<file path="config.mk">
export PLATFORM = sky130hd
export DESIGN_NAME = keyed_arx_permutation_128
export DESIGN_NICKNAME = d
export VERILOG_FILES = /design/src/sv/kap_pkg.sv /design/src/sv/keyed_arx_permutation_128.sv /design/src/sv/kap_round_cell.sv /design/src/sv/kap_out_stage.sv
export SDC_FILE = /design/constraint.sdc
export NUM_CORES = 2
export LEC_CHECK = 0
export ABC_AREA = 1
export BUFFER_PORTS_ARGS = -buffer_cell sky130_fd_sc_hd__buf_4
export CORE_ASPECT_RATIO = 1.5
export CORE_MARGIN = 8
export CORE_UTILIZATION = 40
export DETAILED_ROUTE_END_ITERATION = 10
export SLEW_MARGIN = 20
export SYNTH_ARGS = -nofsm -noshare
export SYNTH_HDL_FRONTEND = slang
export SYNTH_SLANG_ARGS = --single-unit
export TNS_END_PERCENT = 100
</file>
<file path="constraint.sdc">
create_clock -name clk -period 15.5 [get_ports clk]
set_clock_uncertainty 0.1 [all_clocks]
set_input_delay 3.1 -clock clk [delete_from_list [all_inputs] [get_ports clk]]
set_output_delay 3.1 -clock clk [all_outputs]
set_load 0.02 [all_outputs]
</file>
<file path="src/sv/kap_pkg.sv">
// Package for the keyed ARX permutation: payload structs, register indexes,
// rotation amounts and the round function. Depends on nothing else.
package kap_pkg;

  localparam int WORD_W         = 32;
  localparam int ROUNDS_DEFAULT = 8;
  localparam int CFG_INDEX_W    = 2;

  // Rotation amounts of one round.
  localparam int ROT_B1 = 5;
  localparam int ROT_A  = 16;
  localparam int ROT_D1 = 8;
  localparam int ROT_D2 = 13;
  localparam int ROT_B2 = 7;
  localparam int ROT_C  = 16;

  typedef logic [WORD_W-1:0]      word_t;
  typedef logic [CFG_INDEX_W-1:0] cfg_index_t;

  // Register indexes of the key words.
  localparam cfg_index_t KEY_IDX0 = 2'd0;
  localparam cfg_index_t KEY_IDX1 = 2'd1;
  localparam cfg_index_t KEY_IDX2 = 2'd2;
  localparam cfg_index_t KEY_IDX3 = 2'd3;

  typedef struct packed {
    word_t in_word0;
    word_t in_word1;
    word_t in_word2;
    word_t in_word3;
  } in_t;

  typedef struct packed {
    word_t out_word0;
    word_t out_word1;
    word_t out_word2;
    word_t out_word3;
    word_t fold_high;
    word_t fold_low;
  } out_t;

  // Four working words of the permutation.
  typedef struct packed {
    word_t a;
    word_t b;
    word_t c;
    word_t d;
  } state_t;

  function automatic word_t rotl(input word_t x, input int n);
    rotl = (x << n) | (x >> (WORD_W - n));
  endfunction

  // One round; the two halves run side by side, so the deepest path is two adds.
  function automatic state_t round_f(input state_t s);
    word_t a;
    word_t b;
    word_t c;
    word_t d;
    state_t r;
    a = s.a;
    b = s.b;
    c = s.c;
    d = s.d;
    a = a + b; b = rotl(b, ROT_B1); b = b ^ a; a = rotl(a, ROT_A);
    c = c + d; d = rotl(d, ROT_D1); d = d ^ c;
    a = a + d; d = rotl(d, ROT_D2); d = d ^ a;
    c = c + b; b = rotl(b, ROT_B2); b = b ^ c; c = rotl(c, ROT_C);
    r.a = a;
    r.b = b;
    r.c = c;
    r.d = d;
    round_f = r;
  endfunction

endpackage

</file>
<file path="src/sv/keyed_arx_permutation_128.sv">
// Top level of the keyed 128-bit ARX permutation: key registers, a chain of
// round cells and the output cell. Depends on kap_pkg, kap_round_cell, kap_out_stage.
//
//   channel  direction  handshake               payload
//   in       input      in_valid / in_ready     in_data  (kap_pkg::in_t)
//   out      output     out_valid / out_ready   out_data (kap_pkg::out_t)
//   cfg      input      cfg_we                  cfg_index, cfg_data
//
// A block accepted at the input passes through the ROUNDS round cells and then
// the output cell; one block is taken every cycle while the output side does
// not stall. Each round cell is one round deep (two dependent 32-bit adds).
// Reset (rst, synchronous) empties every cell and clears the key to zero.
// A stall at the output fills empty cells first; in_ready falls only once
// all ROUNDS + 1 cells hold a block.
module keyed_arx_permutation_128 #(
  parameter int ROUNDS = kap_pkg::ROUNDS_DEFAULT
) (
  input  logic                clk,
  input  logic                rst,
  input  logic                in_valid,
  output logic                in_ready,
  input  kap_pkg::in_t        in_data,
  output logic                out_valid,
  input  logic                out_ready,
  output kap_pkg::out_t       out_data,
  input  logic                cfg_we,
  input  kap_pkg::cfg_index_t cfg_index,
  input  kap_pkg::word_t      cfg_data
);

  // Key registers: the user must change them only with no transaction in flight,
  // so the same key serves the opening and closing XOR; the block does not check it.
  kap_pkg::state_t key;

  always_ff @(posedge clk) begin
    if (rst) begin
      key <= '0;
    end else if (cfg_we) begin
      unique case (cfg_index)
        kap_pkg::KEY_IDX0: key.a <= cfg_data;
        kap_pkg::KEY_IDX1: key.b <= cfg_data;
        kap_pkg::KEY_IDX2: key.c <= cfg_data;
        kap_pkg::KEY_IDX3: key.d <= cfg_data;
        default: ;
      endcase
    end
  end

  // Link signals of the chain: link 0 is the input, link ROUNDS feeds the
  // output cell.
  logic            link_valid [ROUNDS+1];
  logic            link_ready [ROUNDS+1];
  kap_pkg::state_t link_data  [ROUNDS+1];

  // The opening key XOR sits in front of the first cell.
  assign link_valid[0]  = in_valid;
  assign in_ready       = link_ready[0];
  assign link_data[0].a = in_data.in_word0 ^ key.a;
  assign link_data[0].b = in_data.in_word1 ^ key.b;
  assign link_data[0].c = in_data.in_word2 ^ key.c;
  assign link_data[0].d = in_data.in_word3 ^ key.d;

  for (genvar i = 0; i < ROUNDS; i++) begin : g_round
    kap_round_cell u_cell (
      .clk        (clk),
      .rst        (rst),
      .valid_up   (link_valid[i]),
      .ready_up   (link_ready[i]),
      .data_up    (link_data[i]),
      .valid_down (link_valid[i+1]),
      .ready_down (link_ready[i+1]),
      .data_down  (link_data[i+1])
    );
  end

  kap_out_stage u_out (
    .clk       (clk),
    .rst       (rst),
    .valid_up  (link_valid[ROUNDS]),
    .ready_up  (link_ready[ROUNDS]),
    .data_up   (link_data[ROUNDS]),
    .key       (key),
    .out_valid (out_valid),
    .out_ready (out_ready),
    .out_data  (out_data)
  );

  // Count of transactions in flight, kept for the checks below.
  localparam int DEPTH   = ROUNDS + 1;
  localparam int COUNT_W = $clog2(DEPTH + 1);

  logic [COUNT_W-1:0] in_flight;
  logic [COUNT_W-1:0] in_flight_next;
  logic [ROUNDS-1:0]  cell_valid;

  for (genvar i = 0; i < ROUNDS; i++) begin : g_valid
    assign cell_valid[i] = link_valid[i+1];
  end

  always_comb begin
    in_flight_next = in_flight;
    if (in_valid && in_ready) begin
      in_flight_next = in_flight_next + COUNT_W'(1);
    end
    if (out_valid && out_ready) begin
      in_flight_next = in_flight_next - COUNT_W'(1);
    end
  end

  always_ff @(posedge clk) begin
    if (rst) begin
      in_flight <= '0;
    end else begin
      in_flight <= in_flight_next;
    end
  end

  // The chain never holds more blocks than it has cells.
  a_depth: assert property (@(posedge clk) disable iff (rst)
    in_flight <= COUNT_W'(DEPTH))
    else $error("more transactions in flight than cells");

  // The input is refused only when every cell is full and the output stalls.
  a_full: assert property (@(posedge clk) disable iff (rst)
    !in_ready |-> (&cell_valid) && out_valid && !out_ready
      && in_flight == COUNT_W'(DEPTH))
    else $error("input refused while a cell is empty");

  // An empty count means no cell holds a block.
  a_empty: assert property (@(posedge clk) disable iff (rst)
    in_flight == '0 |-> !(|cell_valid) && !out_valid)
    else $error("cell valid with no transaction in flight");

  // A block accepted into an empty chain enters the first cell.
  a_latency: assert property (@(posedge clk) disable iff (rst)
    (in_flight == '0 && in_valid && in_ready) |=> link_valid[1])
    else $error("accepted block did not enter the first cell");

endmodule

</file>
<file path="src/sv/kap_round_cell.sv">
// One round cell of the permutation chain: holds one block and its valid bit.
// Depends on kap_pkg for the state type and the round function.
module kap_round_cell (
  input  logic            clk,
  input  logic            rst,
  input  logic            valid_up,
  output logic            ready_up,
  input  kap_pkg::state_t data_up,
  output logic            valid_down,
  input  logic            ready_down,
  output kap_pkg::state_t data_down
);

  logic            valid;
  kap_pkg::state_t data;

  // The cell takes a new block when it is empty or its block moves on.
  assign ready_up   = !valid || ready_down;
  assign valid_down = valid;
  assign data_down  = data;

  always_ff @(posedge clk) begin
    if (rst) begin
      valid <= 1'b0;
    end else if (ready_up) begin
      valid <= valid_up;
    end
  end

  always_ff @(posedge clk) begin
    if (ready_up && valid_up) begin
      data <= kap_pkg::round_f(data_up);
    end
  end

endmodule

</file>
<file path="src/sv/kap_out_stage.sv">
// Output cell: applies the closing key XOR, forms the folded words and holds
// the result until it is taken. Depends on kap_pkg for the payload types.
module kap_out_stage (
  input  logic            clk,
  input  logic            rst,
  input  logic            valid_up,
  output logic            ready_up,
  input  kap_pkg::state_t data_up,
  input  kap_pkg::state_t key,
  output logic            out_valid,
  input  logic            out_ready,
  output kap_pkg::out_t   out_data
);

  logic          valid;
  kap_pkg::out_t data;
  kap_pkg::out_t data_next;

  assign ready_up  = !valid || out_ready;
  assign out_valid = valid;
  assign out_data  = data;

  always_comb begin
    data_next.out_word0 = data_up.a ^ key.a;
    data_next.out_word1 = data_up.b ^ key.b;
    data_next.out_word2 = data_up.c ^ key.c;
    data_next.out_word3 = data_up.d ^ key.d;
    data_next.fold_high = data_next.out_word0 ^ data_next.out_word1;
    data_next.fold_low  = data_next.out_word2 ^ data_next.out_word3;
  end

  always_ff @(posedge clk) begin
    if (rst) begin
      valid <= 1'b0;
    end else if (ready_up) begin
      valid <= valid_up;
    end
  end

  always_ff @(posedge clk) begin
    if (ready_up && valid_up) begin
      data <= data_next;
    end
  end

endmodule

</file>
==> impl_metrics.env <==
export IMPL_vias=101000
export IMPL_ys_warn_count=0
export IMPL_critPathCapture="in_ready"
export IMPL_slew_violations=0
export IMPL_r2r_worst_path_cells=18
export IMPL_fin_crit_ns=9.28
export IMPL_die_h_um=665
export IMPL_antenna_found_initial=9
export IMPL_finalHoldViolations=0
export IMPL_end_kind="output pin"
export IMPL_drc_errors=0
export IMPL_r2r_setup_slack_ns=8.72
export IMPL_syn_area_um2=112000
export IMPL_fmax_mhz=108
export IMPL_clk_latency_ns=0.93
export IMPL_syn_inst=13600
export IMPL_port_buffers=360
export IMPL_crit_path_start_kind="primary input"
export IMPL_antenna_left=0
export IMPL_synth_edf_count=1216
export IMPL_cts_buffers=153
export IMPL_tns_ns=0
export IMPL_crit_type="in2out"
export IMPL_syn_nets=14800
export IMPL_cts_tree="yes"
export IMPL_slowest_stage="nor2_1"
export IMPL_required_ns=12.30
export IMPL_dieArea_um2=299000
export IMPL_r2r_end="g_round[2].u_cell.data_down[18]"
export IMPL_die_w_um=449
export IMPL_place_congestion=1.11
export IMPL_crit_arrival_ns=6.08
export IMPL_cap_violations=0
export IMPL_rows=238
export IMPL_cts_resized=0
export IMPL_initial_core_util=0.402
export IMPL_cts_htree_levels=4
export IMPL_cts_reportedPaths_clkPinSlew_ns=0.07
export IMPL_slowest_delay_ns=0.32
export IMPL_ys_ff_latch=1353
export IMPL_post_synth_top_area_fraction=0.325
export IMPL_ys_top_cells_by_area="edfxtp_1, xor2_1, ha_1, nand2_1, inv_1"
export IMPL_dp_hpwl_um=530000
export IMPL_areaGrowthSynthToFinish_pct=11.0
export IMPL_r2r_start="g_round[1].u_cell.data_down[79]"
export IMPL_root_buffer="clkbuf_16"
export IMPL_cts_hold_buf=0
export IMPL_nFillCells=28700
export IMPL_nets=15200
export IMPL_hp_class="reg2reg"
export IMPL_cp_cell_sequence="buf_4, nor2_1, inv_1, nor2_1, inv_1, nor2_1, inv_1, nor2_1, inv_1, nor2_2, inv_1, nor2_1, inv_1, nor2_1, inv_1, nor2_1, inv_1, nor2_1, inv_1, buf_4"
export IMPL_synthDistinctLibCells=72
export IMPL_tightest_slew_ns=1.28
export IMPL_drtIter0Drc=8195
export IMPL_core_um2=280000
export IMPL_max_slew_margin=0.144
export IMPL_async_flop_share=0
export IMPL_viasPerCell=5.63
export IMPL_grt_pass1_wl_um=803000
export IMPL_grt_total_usage=0.386
export IMPL_setup_viol=0
export IMPL_avgSynthCellArea_um2=8.29
export IMPL_routedWlPerCell_um=33.6
export IMPL_grt_max_degree=84
export IMPL_drt_pass1_iterations=8
export IMPL_rsz0062_at_grt="false"
export IMPL_io_pin_count=361
export IMPL_clock_sinks=1353
export IMPL_status="finished, final reports clean"
export IMPL_yosysTopAreaCell="edfxtp_1"
export IMPL_grt_overflow_total=0
export IMPL_post_cts_setup_buffers=0
export IMPL_synthFlopType="edfxtp_1"
export IMPL_ys_seq_area_frac=0.349
export IMPL_drive_gt1_frac=0.0716
export IMPL_cts_buffer_depth=4
export IMPL_path_max_fanout=3
export IMPL_crit_top_cell="inv_1"
export IMPL_wirelength_um=601000
export IMPL_min_period_over_period=0.598
export IMPL_hold_start="g_round[6].u_cell.valid_down"
export IMPL_startpoint="out_ready"
export IMPL_grt_pass1_vias=102000
[cells in the final DEF (no fill, tap or decap), drive strengths merged, types with 166 or more instances in the layout]
cell type	count
edfxtp	1216
ha	988
clkbuf	179
inv	1615
nor2	908
a21oi	1208
xnor2	416
xor2	1490
nand2	3153
o21ai	598
buf	398
a21o	166
nand3	603
nor3	166
[critical path: cells and delay by family]
kind | cells | cell delay (ns)
buffers and inverters | 11 | 1.20
AND/OR/NAND/NOR | 9 | 1.77
[kinds of logic (layout without fill, tap and decap cells)]
family / Yosys count / count (layout) / synth area share
compound gates: 2402 / 2402 / 0.126
xor+xnor: 1932 / 1932 / 0.158
fa+ha+maj: 1020 / 1020 / 0.116
buf+inv: 1663 / 2262 / 0.0556
flops: 1353 / 1353 / 0.349
other cells: 0 / 7 / 0
simple gates: 5196 / 5196 / 0.195
[cell type report]
cell class / count / area, um2 / area share
clock inverters: 83 / 752 / 0.00603
well taps: 3720 / 4650 / 0.0373
repair buffers: 398 / 2990 / 0.0240
inverters: 1602 / 6030 / 0.0483
multi-input cells: 10600 / 67100 / 0.538
flip-flops and latches: 1353 / 39300 / 0.315
clock buffers: 179 / 3990 / 0.0320
diodes: 7 / 17.5 / 0.000140
[how the worst min path moves through the flow]
stage | cells past startpoint | end | slack (ns)
global placement | 2 | g_round[3].u_cell.valid_down | 0.36
detailed placement | 2 | g_round[3].u_cell.valid_down | 0.37
CTS | 2 | g_round[7].u_cell.valid_down | 0.39
floorplan | 2 | g_round[2].u_cell.valid_down | 0.35
finish | 2 | g_round[7].u_cell.valid_down | 0.39
global route | 2 | g_round[3].u_cell.valid_down | 0.42
[stage by stage]
stage / hold WS (ns) / setup WS (ns) / area, um2 / cells / utilization
6_report: 0.392 / 6.22 / 125000 / 17900 / 0.446
4_1_cts: 0.385 / 6.32 / 125000 / 17900 / 0.445
5_1_grt: 0.417 / 5.96 / 125000 / 17900 / 0.446
2_1_floorplan: 0.351 / 3.46 / 112000 / 13600 / -
3_5_place_dp: 0.366 / 6.33 / 120000 / 17600 / 0.428
3_3_place_gp: 0.361 / 6.22 / 120000 / 17600 / 0.428
[state kept, by name (all words and copies together), names as in the netlist]
register                   count
u_out.out_valid                1
key                          128
g_round.u_cell.data_down    1024
u_out.out_data               192
g_round.u_cell.valid_down      8
[cells in the mapped netlist, drive strengths merged, types with 34 or more instances]
cell	number
xnor2	416
a211oi	36
edfxtp	1216
nand3	603
a221oi	39
or2	62
a31oi	67
nand3b	76
a21oi	1208
o21a	48
a21o	166
o21ai	598
dfxtp	137
xor2	1490
ha	988
nand2	3153
nor2	908
o211ai	34
o21bai	108
nand4	154
nor4	53
nor3	166
clkbuf	57
inv	1601
a21boi	51
[routing by layer]
layer  global-route usage  wire [um]
met3               0.0484      27800
met1                0.354     188000
met4                0.429      87300
met2                0.696     299000
met5                    0          0
Power is not shown: default switching activity piles up to over one toggle a cycle in this logic, so the estimate is an artifact.
